--- src/ebvm_pkg.sv ---
// Shared types, opcodes and constants of the 8-bit VM execute unit.
package ebvm_pkg;

   localparam int STACK_DEPTH_DEFAULT = 16;

   localparam logic [11:0] PC_START = 12'h200;
   localparam logic [15:0] INS_CLS  = 16'h00E0;
   localparam logic [15:0] INS_RET  = 16'h00EE;
   localparam logic [3:0]  FLAG_REG = 4'hF;

   // major opcodes
   localparam logic [3:0] OP_SYS   = 4'h0;
   localparam logic [3:0] OP_JUMP  = 4'h1;
   localparam logic [3:0] OP_CALL  = 4'h2;
   localparam logic [3:0] OP_SEQ   = 4'h3;
   localparam logic [3:0] OP_SNE   = 4'h4;
   localparam logic [3:0] OP_SREQ  = 4'h5;
   localparam logic [3:0] OP_LOAD  = 4'h6;
   localparam logic [3:0] OP_ADDI  = 4'h7;
   localparam logic [3:0] OP_ALU   = 4'h8;

   // ALU group sub-ops
   localparam logic [3:0] ALU_MOV  = 4'h0;
   localparam logic [3:0] ALU_OR   = 4'h1;
   localparam logic [3:0] ALU_AND  = 4'h2;
   localparam logic [3:0] ALU_XOR  = 4'h3;
   localparam logic [3:0] ALU_ADD  = 4'h4;
   localparam logic [3:0] ALU_SUB  = 4'h5;
   localparam logic [3:0] ALU_SHR  = 4'h6;
   localparam logic [3:0] ALU_SUBN = 4'h7;
   localparam logic [3:0] ALU_SHL  = 4'hE;

   // response status codes
   localparam logic [1:0] ST_DONE        = 2'd0;
   localparam logic [1:0] ST_IGNORED     = 2'd1;
   localparam logic [1:0] ST_UNSUPPORTED = 2'd2;
   localparam logic [1:0] ST_STACK_ERR   = 2'd3;

   // what one executed instruction does to the state and reports
   typedef struct packed {
      logic [11:0] next_pc;
      logic        clear_screen;
      logic [1:0]  status;
      logic        reg_we;      // write general register x (x below 15)
      logic [7:0]  reg_data;
      logic        flag_we;     // write register 15
      logic [7:0]  flag_data;
      logic [7:0]  dest_value;
      logic [7:0]  flag_value;
      logic        push;
      logic        pop;
   } exec_type;

endpackage

--- src/ebvm_regfile.sv ---
// General register store V0..V14 with reset-valid bits and registered reads.
module ebvm_regfile (
   input  logic       clock,
   input  logic       reset,
   input  logic       wr_en,
   input  logic [3:0] wr_addr,
   input  logic [7:0] wr_data,
   input  logic       rd_en,
   input  logic [3:0] rd_addr_x,
   input  logic [3:0] rd_addr_y,
   output logic [7:0] rd_data_x,
   output logic [7:0] rd_data_y
);

   logic [7:0]  mem [16];
   logic [15:0] valid_ff;
   logic [15:0] valid_in;
   logic [7:0]  data_x_ff;
   logic [7:0]  data_y_ff;
   logic        vx_ff;
   logic        vy_ff;

   always_comb begin
      valid_in = valid_ff;
      if (wr_en) begin
         valid_in[wr_addr] = 1'b1;
      end
   end

   always_ff @(posedge clock) begin
      if (reset) begin
         valid_ff <= '0;
      end else begin
         valid_ff <= valid_in;
      end
   end

   // a read at the same edge as a write sees the new value
   always_ff @(posedge clock) begin
      if (wr_en) begin
         mem[wr_addr] <= wr_data;
      end
      if (rd_en) begin
         data_x_ff <= (wr_en && wr_addr == rd_addr_x) ? wr_data : mem[rd_addr_x];
         data_y_ff <= (wr_en && wr_addr == rd_addr_y) ? wr_data : mem[rd_addr_y];
         vx_ff     <= valid_in[rd_addr_x];
         vy_ff     <= valid_in[rd_addr_y];
      end
   end

   assign rd_data_x = vx_ff ? data_x_ff : 8'h00;
   assign rd_data_y = vy_ff ? data_y_ff : 8'h00;

endmodule

--- src/ebvm_stack.sv ---
// Return address stack memory with one write and one registered read port.
module ebvm_stack #(
   parameter int DEPTH = ebvm_pkg::STACK_DEPTH_DEFAULT,
   localparam int IDX_W = (DEPTH > 1) ? $clog2(DEPTH) : 1
) (
   input  logic             clock,
   input  logic             wr_en,
   input  logic [IDX_W-1:0] wr_addr,
   input  logic [11:0]      wr_data,
   input  logic             rd_en,
   input  logic [IDX_W-1:0] rd_addr,
   output logic [11:0]      rd_data
);

   logic [11:0] mem [DEPTH];
   logic [11:0] rd_data_ff;

   always_ff @(posedge clock) begin
      if (wr_en) begin
         mem[wr_addr] <= wr_data;
      end
      if (rd_en) begin
         rd_data_ff <= (wr_en && wr_addr == rd_addr) ? wr_data : mem[rd_addr];
      end
   end

   assign rd_data = rd_data_ff;

endmodule

--- src/ebvm_exec.sv ---
// Instruction decode, ALU and next-pc logic for one instruction.
module ebvm_exec #(
   parameter int STACK_DEPTH = ebvm_pkg::STACK_DEPTH_DEFAULT,
   localparam int SP_W = $clog2(STACK_DEPTH + 1)
) (
   input  logic [15:0]        instruction,
   input  logic [11:0]        pc,
   input  logic [SP_W-1:0]    sp,
   input  logic [7:0]         vx,
   input  logic [7:0]         vy,
   input  logic [7:0]         vf,
   input  logic [11:0]        stack_top,
   output ebvm_pkg::exec_type result
);

   logic [3:0] major;
   logic [3:0] x;
   logic [3:0] sub;
   logic [7:0] nn;
   logic [8:0] sum;

   assign major = instruction[15:12];
   assign x     = instruction[11:8];
   assign sub   = instruction[3:0];
   assign nn    = instruction[7:0];
   assign sum   = {1'b0, vx} + {1'b0, vy};

   always_comb begin
      logic       x_we;
      logic [7:0] x_data;
      logic       f_we;
      logic [7:0] f_data;
      logic       vf_we;
      logic [7:0] vf_data;

      result              = '0;
      result.next_pc      = pc;
      result.status       = ebvm_pkg::ST_DONE;
      x_we                = 1'b0;
      x_data              = vx;
      f_we                = 1'b0;
      f_data              = 8'h00;

      unique case (major)
         ebvm_pkg::OP_SYS: begin
            if (instruction == ebvm_pkg::INS_CLS) begin
               result.clear_screen = 1'b1;
               result.next_pc      = pc + 12'd2;
            end else if (instruction == ebvm_pkg::INS_RET) begin
               if (sp == '0) begin
                  result.status = ebvm_pkg::ST_STACK_ERR;
               end else begin
                  result.pop     = 1'b1;
                  result.next_pc = stack_top + 12'd2;
               end
            end else begin
               result.status  = ebvm_pkg::ST_IGNORED;
               result.next_pc = pc + 12'd2;
            end
         end
         ebvm_pkg::OP_JUMP: result.next_pc = instruction[11:0];
         ebvm_pkg::OP_CALL: begin
            if (sp >= SP_W'(STACK_DEPTH)) begin
               result.status = ebvm_pkg::ST_STACK_ERR;
            end else begin
               result.push    = 1'b1;
               result.next_pc = instruction[11:0];
            end
         end
         ebvm_pkg::OP_SEQ:  result.next_pc = pc + ((vx == nn) ? 12'd4 : 12'd2);
         ebvm_pkg::OP_SNE:  result.next_pc = pc + ((vx != nn) ? 12'd4 : 12'd2);
         ebvm_pkg::OP_SREQ: result.next_pc = pc + ((vx == vy) ? 12'd4 : 12'd2);
         ebvm_pkg::OP_LOAD: begin
            x_we           = 1'b1;
            x_data         = nn;
            result.next_pc = pc + 12'd2;
         end
         ebvm_pkg::OP_ADDI: begin
            x_we           = 1'b1;
            x_data         = vx + nn;
            result.next_pc = pc + 12'd2;
         end
         ebvm_pkg::OP_ALU: begin
            result.next_pc = pc + 12'd2;
            x_we           = 1'b1;
            unique case (sub)
               ebvm_pkg::ALU_MOV: x_data = vy;
               ebvm_pkg::ALU_OR:  x_data = vx | vy;
               ebvm_pkg::ALU_AND: x_data = vx & vy;
               ebvm_pkg::ALU_XOR: x_data = vx ^ vy;
               ebvm_pkg::ALU_ADD: begin
                  x_data = sum[7:0];
                  f_we   = 1'b1;
                  f_data = {7'd0, sum[8]};
               end
               ebvm_pkg::ALU_SUB: begin
                  x_data = vx - vy;
                  f_we   = 1'b1;
                  f_data = {7'd0, vx > vy};
               end
               ebvm_pkg::ALU_SHR: begin
                  x_data = {1'b0, vx[7:1]};
                  f_we   = 1'b1;
                  f_data = {7'd0, vx[0]};
               end
               ebvm_pkg::ALU_SUBN: begin
                  x_data = vy - vx;
                  f_we   = 1'b1;
                  f_data = {7'd0, vy > vx};
               end
               ebvm_pkg::ALU_SHL: begin
                  x_data = {vx[6:0], 1'b0};
                  f_we   = 1'b1;
                  f_data = {7'd0, vx[7]};
               end
               default: begin
                  x_we          = 1'b0;
                  result.status = ebvm_pkg::ST_IGNORED;
               end
            endcase
         end
         default: result.status = ebvm_pkg::ST_UNSUPPORTED;
      endcase

      // register 15 lives apart from the store; the flag lands after the result
      vf_we   = f_we || (x_we && x == ebvm_pkg::FLAG_REG);
      vf_data = f_we ? f_data : x_data;

      result.reg_we     = x_we && (x != ebvm_pkg::FLAG_REG);
      result.reg_data   = x_data;
      result.flag_we    = vf_we;
      result.flag_data  = vf_data;
      result.flag_value = vf_we ? vf_data : vf;
      result.dest_value = (x == ebvm_pkg::FLAG_REG) ? result.flag_value
                        : (x_we ? x_data : vx);
   end

endmodule

--- src/eight_bit_vm_execute_unit.sv ---
// Top level of the 8-bit VM execute unit: request register, execute, response register.
//
//   channel   | ports                                   | direction
//   ----------+-----------------------------------------+----------
//   request   | req_valid, req_stall, req_instruction   | in
//   response  | rsp_valid, rsp_stall, rsp_next_pc,      | out
//             | rsp_clear_screen, rsp_status,           |
//             | rsp_dest_value, rsp_flag_value          |
//
// One instruction per cycle sustained while the response is not stalled. An accepted
// request loads the request register and reads Vx, Vy and the stack top; once the
// response slot is free it executes, updates state and loads the response register.
// Reset clears all registers to zero, the pc to 0x200 and the stack pointer.
// The return stack is not cleared. A stalled response holds the instruction
// in the request register; the request side then stalls too.
module eight_bit_vm_execute_unit #(
   parameter int STACK_DEPTH = ebvm_pkg::STACK_DEPTH_DEFAULT,
   localparam int SP_W  = $clog2(STACK_DEPTH + 1),
   localparam int IDX_W = (STACK_DEPTH > 1) ? $clog2(STACK_DEPTH) : 1
) (
   input  logic        clock,
   input  logic        reset,
   input  logic        req_valid,
   output logic        req_stall,
   input  logic [15:0] req_instruction,
   output logic        rsp_valid,
   input  logic        rsp_stall,
   output logic [11:0] rsp_next_pc,
   output logic        rsp_clear_screen,
   output logic [1:0]  rsp_status,
   output logic [7:0]  rsp_dest_value,
   output logic [7:0]  rsp_flag_value
);

   // request register
   logic        ins_valid_ff, ins_valid_in;
   logic [15:0] ins_ff;

   // architectural state
   logic [11:0]     pc_ff, pc_in;
   logic [SP_W-1:0] sp_ff, sp_in;
   logic [7:0]      vf_ff, vf_in;

   // response register
   logic                rsp_valid_ff, rsp_valid_in;
   ebvm_pkg::exec_type  rsp_ff;

   logic               rsp_free;
   logic               execute;
   logic               accept;
   logic [7:0]         rf_x, rf_y;
   logic [7:0]         vx, vy;
   logic [11:0]        stack_top;
   logic [IDX_W-1:0]   stack_rd_addr;
   ebvm_pkg::exec_type ex;

   // the response slot is free when empty or being taken this cycle
   assign rsp_free  = !rsp_valid_ff || !rsp_stall;
   assign execute   = ins_valid_ff && rsp_free;
   assign req_stall = ins_valid_ff && !rsp_free;
   assign accept    = req_valid && !req_stall;

   // register 15 is a flop of its own; the store serves V0..V14
   assign vx = (ins_ff[11:8] == ebvm_pkg::FLAG_REG) ? vf_ff : rf_x;
   assign vy = (ins_ff[7:4]  == ebvm_pkg::FLAG_REG) ? vf_ff : rf_y;

   ebvm_regfile u_regfile (
      .clock     (clock),
      .reset     (reset),
      .wr_en     (execute && ex.reg_we),
      .wr_addr   (ins_ff[11:8]),
      .wr_data   (ex.reg_data),
      .rd_en     (accept),
      .rd_addr_x (req_instruction[11:8]),
      .rd_addr_y (req_instruction[7:4]),
      .rd_data_x (rf_x),
      .rd_data_y (rf_y)
   );

   // stack top is read for the pointer value that holds once this edge is done
   assign stack_rd_addr = IDX_W'(sp_in - 1'b1);

   ebvm_stack #(
      .DEPTH (STACK_DEPTH)
   ) u_stack (
      .clock   (clock),
      .wr_en   (execute && ex.push),
      .wr_addr (sp_ff[IDX_W-1:0]),
      .wr_data (pc_ff),
      .rd_en   (accept),
      .rd_addr (stack_rd_addr),
      .rd_data (stack_top)
   );

   ebvm_exec #(
      .STACK_DEPTH (STACK_DEPTH)
   ) u_exec (
      .instruction (ins_ff),
      .pc          (pc_ff),
      .sp          (sp_ff),
      .vx          (vx),
      .vy          (vy),
      .vf          (vf_ff),
      .stack_top   (stack_top),
      .result      (ex)
   );

   always_comb begin
      pc_in = pc_ff;
      sp_in = sp_ff;
      vf_in = vf_ff;
      if (execute) begin
         pc_in = ex.next_pc;
         if (ex.push) begin
            sp_in = sp_ff + 1'b1;
         end else if (ex.pop) begin
            sp_in = sp_ff - 1'b1;
         end
         if (ex.flag_we) begin
            vf_in = ex.flag_data;
         end
      end
   end

   always_comb begin
      ins_valid_in = ins_valid_ff;
      if (accept) begin
         ins_valid_in = 1'b1;
      end else if (execute) begin
         ins_valid_in = 1'b0;
      end
      rsp_valid_in = execute || (rsp_valid_ff && rsp_stall);
   end

   always_ff @(posedge clock) begin
      if (reset) begin
         ins_valid_ff <= 1'b0;
         rsp_valid_ff <= 1'b0;
         pc_ff        <= ebvm_pkg::PC_START;
         sp_ff        <= '0;
         vf_ff        <= 8'h00;
      end else begin
         ins_valid_ff <= ins_valid_in;
         rsp_valid_ff <= rsp_valid_in;
         pc_ff        <= pc_in;
         sp_ff        <= sp_in;
         vf_ff        <= vf_in;
      end
   end

   always_ff @(posedge clock) begin
      if (accept) begin
         ins_ff <= req_instruction;
      end
      if (execute) begin
         rsp_ff <= ex;
      end
   end

   assign rsp_valid        = rsp_valid_ff;
   assign rsp_next_pc      = rsp_ff.next_pc;
   assign rsp_clear_screen = rsp_ff.clear_screen;
   assign rsp_status       = rsp_ff.status;
   assign rsp_dest_value   = rsp_ff.dest_value;
   assign rsp_flag_value   = rsp_ff.flag_value;

endmodule

--- config.mk ---
export PLATFORM = sky130hd
export DESIGN_NAME = eight_bit_vm_execute_unit
export DESIGN_NICKNAME = d
export VERILOG_FILES = /design/src/ebvm_pkg.sv /design/src/ebvm_regfile.sv /design/src/ebvm_stack.sv /design/src/ebvm_exec.sv /design/src/eight_bit_vm_execute_unit.sv
export SDC_FILE = /design/constraint.sdc
export NUM_CORES = 1
export LEC_CHECK = 0
export BUFFER_PORTS_ARGS = -buffer_cell sky130_fd_sc_hd__buf_2
export CAP_MARGIN = 0
export CORE_ASPECT_RATIO = 0.8
export CORE_MARGIN = 2
export CORE_UTILIZATION = 40
export DETAILED_ROUTE_END_ITERATION = 7
export SLEW_MARGIN = 10
export SYNTH_ARGS = -nofsm -noshare
export SYNTH_HDL_FRONTEND = slang
export SYNTH_HIERARCHICAL = 1
export SYNTH_SLANG_ARGS = --single-unit
--- constraint.sdc ---
create_clock -name clock -period 7.14 [get_ports clock]
set_input_delay 1.071 -clock clock [delete_from_list [all_inputs] [get_ports clock]]
set_output_delay 1.071 -clock clock [all_outputs]
set_load 0.1 [all_outputs]
==> results.yml <==
placed_design:
  dp_hpwl_mm: 43.1
  numPortBuffers: 52
  dp_cells: 2483
  globalplace.congestion: 0.903
worst_setup_path:
  startpoint_type: "flop"
  crit_top_cell: "mux2_2"
  cpLargestDelayFamily: "compound AO/OA/AOI/OAI gates"
  crit_arrival_ns: 6.10
  path_buf_inv: 1
  cp_data_required_time_ns: 7.46
  path_class: "reg2reg"
  crit_fanout: 21
  crit_path_max_incr_delay_ns: 0.87
  worst_path_max_delay_cell: "edfxtp_1"
  worstPathCellList: "nand4_1 > mux2_2 > inv_1 > ha_1 > mux2_2 > a22o_1 > a211o_1 > a311o_1 > o31ai_1 > nand2_1 > nor2_1 > a211oi_1"
  worstSetupEndpointType: "flop"
final_layout:
  nets: 1842
  drive_gt1_share_pct: 18.6
  final_cell_mix: "397 x edfxtp_1, 130 x nor2_1, 112 x mux4_2"
  layout_commonest_cell: "edfxtp_1"
  diodes: 0
  final_core_util_pct: 45.0
  fin_cells: 2567
  area_growth_pct: 10.9
synthesis:
  synthDistinctLibCells: 87
  synth_area_leaders: "edfxtp_1 52%, mux4_2 11%, dfxtp_1 3.7%, mux2i_1 3.1%, ha_1 2.5%"
  ys.warnings.count: 6
  netlist_area_um2: 23100
  synthDominantCellAreaShare_pct: 51.6
  synth-edff-count: 397
  yosysSeqAreaShare_pct: 55.4
  synth_ff_type: "edfxtp_1"
  synth_largest_area_cell: "edfxtp_1"
  syn_area_per_cell_um2: 13.3
  synthArstFlopShare_pct: 0
  ys_seq_elements: 440
  synth_cells: 1739
  synth_nets: 1810
grt:
  gr-total-overflow: 0
  grt_use_total_pct: 21.3
  grt_pass1_vias: 14900
  antenna_found_initial: 0
  grt_max_degree: 51
  grt_pass1_wl_mm: 95.8
die:
  floorplan.rows: 78
  ioPinCount: 53
  core_region_area_um2: 56900
  die_h_um: 219
  die_area_um2: 59700
  initial_core_util_pct: 40.6
  fp.dieW_um: 273
pwr:
  p_leak_uw: 0.00885
  power-per-cell-area_nw_per_um2: 229
  ir_drop_uv: 152
sta:
  relSlewSlack_pct: 15.2
  maxSlewViolCount: 0
  period_share_pct: 80.9
  setup_tns_ns: 0
  period_needed_ns: 5.78
  fin_skew_ns: 0.0423
  tightest_slew_ns: 1.26
  timing_hold_violations_final: 0
  setup_viol: 0
  max_clock_freq_ghz: 0.173
  rsz0062_at_grt: "false"
cts:
  clock-sinks: 440
  cts.hold.buffers_added: 0
  cts_buffers: 46
  h-tree-depth: 2
  cts_buffer_depth: 3
  cts_setup_buffers: 0
  path_clk_slew_ns: 0.06
  ctsRootBufferMaster: "clkbuf_16"
  cts_tree: "yes"
  cts_resized: 0
  clk_latency_ns: 0.61
detailed_routing:
  via_per_inst: 6.11
  drc: 0
  antenna_left: 0
  drtPass1Iterations: 6
  num_vias: 15700
  drtIter0Drc: 1852
  wl_per_cell_um: 25.0
  routed_wl_mm: 64.3
outcome:
  status: "completed"
flow_run:
  max_cap_violations: 0
worst_hold_path:
  hp-class: "reg2reg"
==> cell families after synthesis <==
kind of cell               count (synthesis)  share of synthesized area [%]
adders and majority gates                 51                           2.93
DFF                                      440                           55.4
xor gates and xnor gates                  39                           1.51
muxes                                    224                           16.3
AOI/OAI and AO/OA                        334                           9.67
buffers and inverters                    161                           3.22
and+or+nand+nor                          490                           11.0
==> synth_stat cells (all sizes together) (42+ instances only) <==
master  number
mux2i       72
nand2      100
o21ai       55
dfxtp       43
ha          46
mux4       117
buf         52
inv         50
nor2       133
nand3       42
edfxtp     397
clkbuf      59
a21oi       90
==> path summary, 6_finish.rpt <==
path	start	endpoint	slack, ns	depth (start not counted)
worst min-delay path	u_regfile/valid_ff[2]$_SDFF_PP0_	u_regfile/valid_ff[2]$_SDFF_PP0_	0.47	2
worst max register to register	ins_ff[11]$_DFFE_PP_	u_regfile/data_y_ff[6]$_DFFE_PP_	1.36	12
worst max-delay path	ins_ff[11]$_DFFE_PP_	u_regfile/data_y_ff[6]$_DFFE_PP_	1.36	12
worst min register to register	u_regfile/valid_ff[2]$_SDFF_PP0_	u_regfile/valid_ff[2]$_SDFF_PP0_	0.47	2
==> registers in the layout, indices dropped and copies added (netlist names), 12 cells and up <==
name                count
u_regfile/mem         128
u_regfile/valid_ff     16
pc_ff                  12
u_stack/mem           192
rsp_next_pc            12
u_stack/rd_data        12
ins_ff                 16
==> area by class of cell <==
type                            count  area [µm²]
Sequential cell                   440       12800
Clock inverter                     20         185
Tap cell                          760         951
Inverter                           50         190
Multi-Input combinational cell   1138        9640
Fill cell                        5080       31300
Timing Repair Buffer               95         596
Clock buffer                       64        1250
==> worst reg2reg max path, cell delays in order (launching register included) <==
cell,delay (ns)
edfxtp_1,0.87
nand4_1,0.60
mux2_2,0.51
inv_1,0.12
ha_1,0.50
mux2_2,0.35
a22o_1,0.18
a211o_1,0.30
a311o_1,0.27
o31ai_1,0.82
nand2_1,0.69
nor2_1,0.26
a211oi_1,0.07
==> power breakdown <==
part	internal [µW]	leakage (µW)	switching [µW]
Combinational	217	0.00420	456
Clock	1270	0.000700	1020
Sequential	2860	0.00395	46.1
==> metal layers <==
layer	vias to the layer above	part of all wire, %	GRT usage [%]
met4	0	1.7	4.87
met1	7992	47	32.8
li1	6909	-	-
met3	81	9.2	4.54
met2	693	43	30.5
met5	-	0	0
==> metrics by stage <==
stage / cell area, µm² / worst slack [ns] / hold WS (ns) / power, µW
finish: 25600 / 1.36 / 0.467 / 5870
global route: 25600 / 1.05 / 0.509 / 6060
CTS: 25600 / 1.57 / 0.471 / 5900
detailed placement: 24200 / 1.56 / 0.454 / 3620
global placement: 24200 / 1.70 / 0.453 / 3610
floorplan: 23100 / 2.88 / 0.432 / 3420
(Power assumes the default switching activity.)
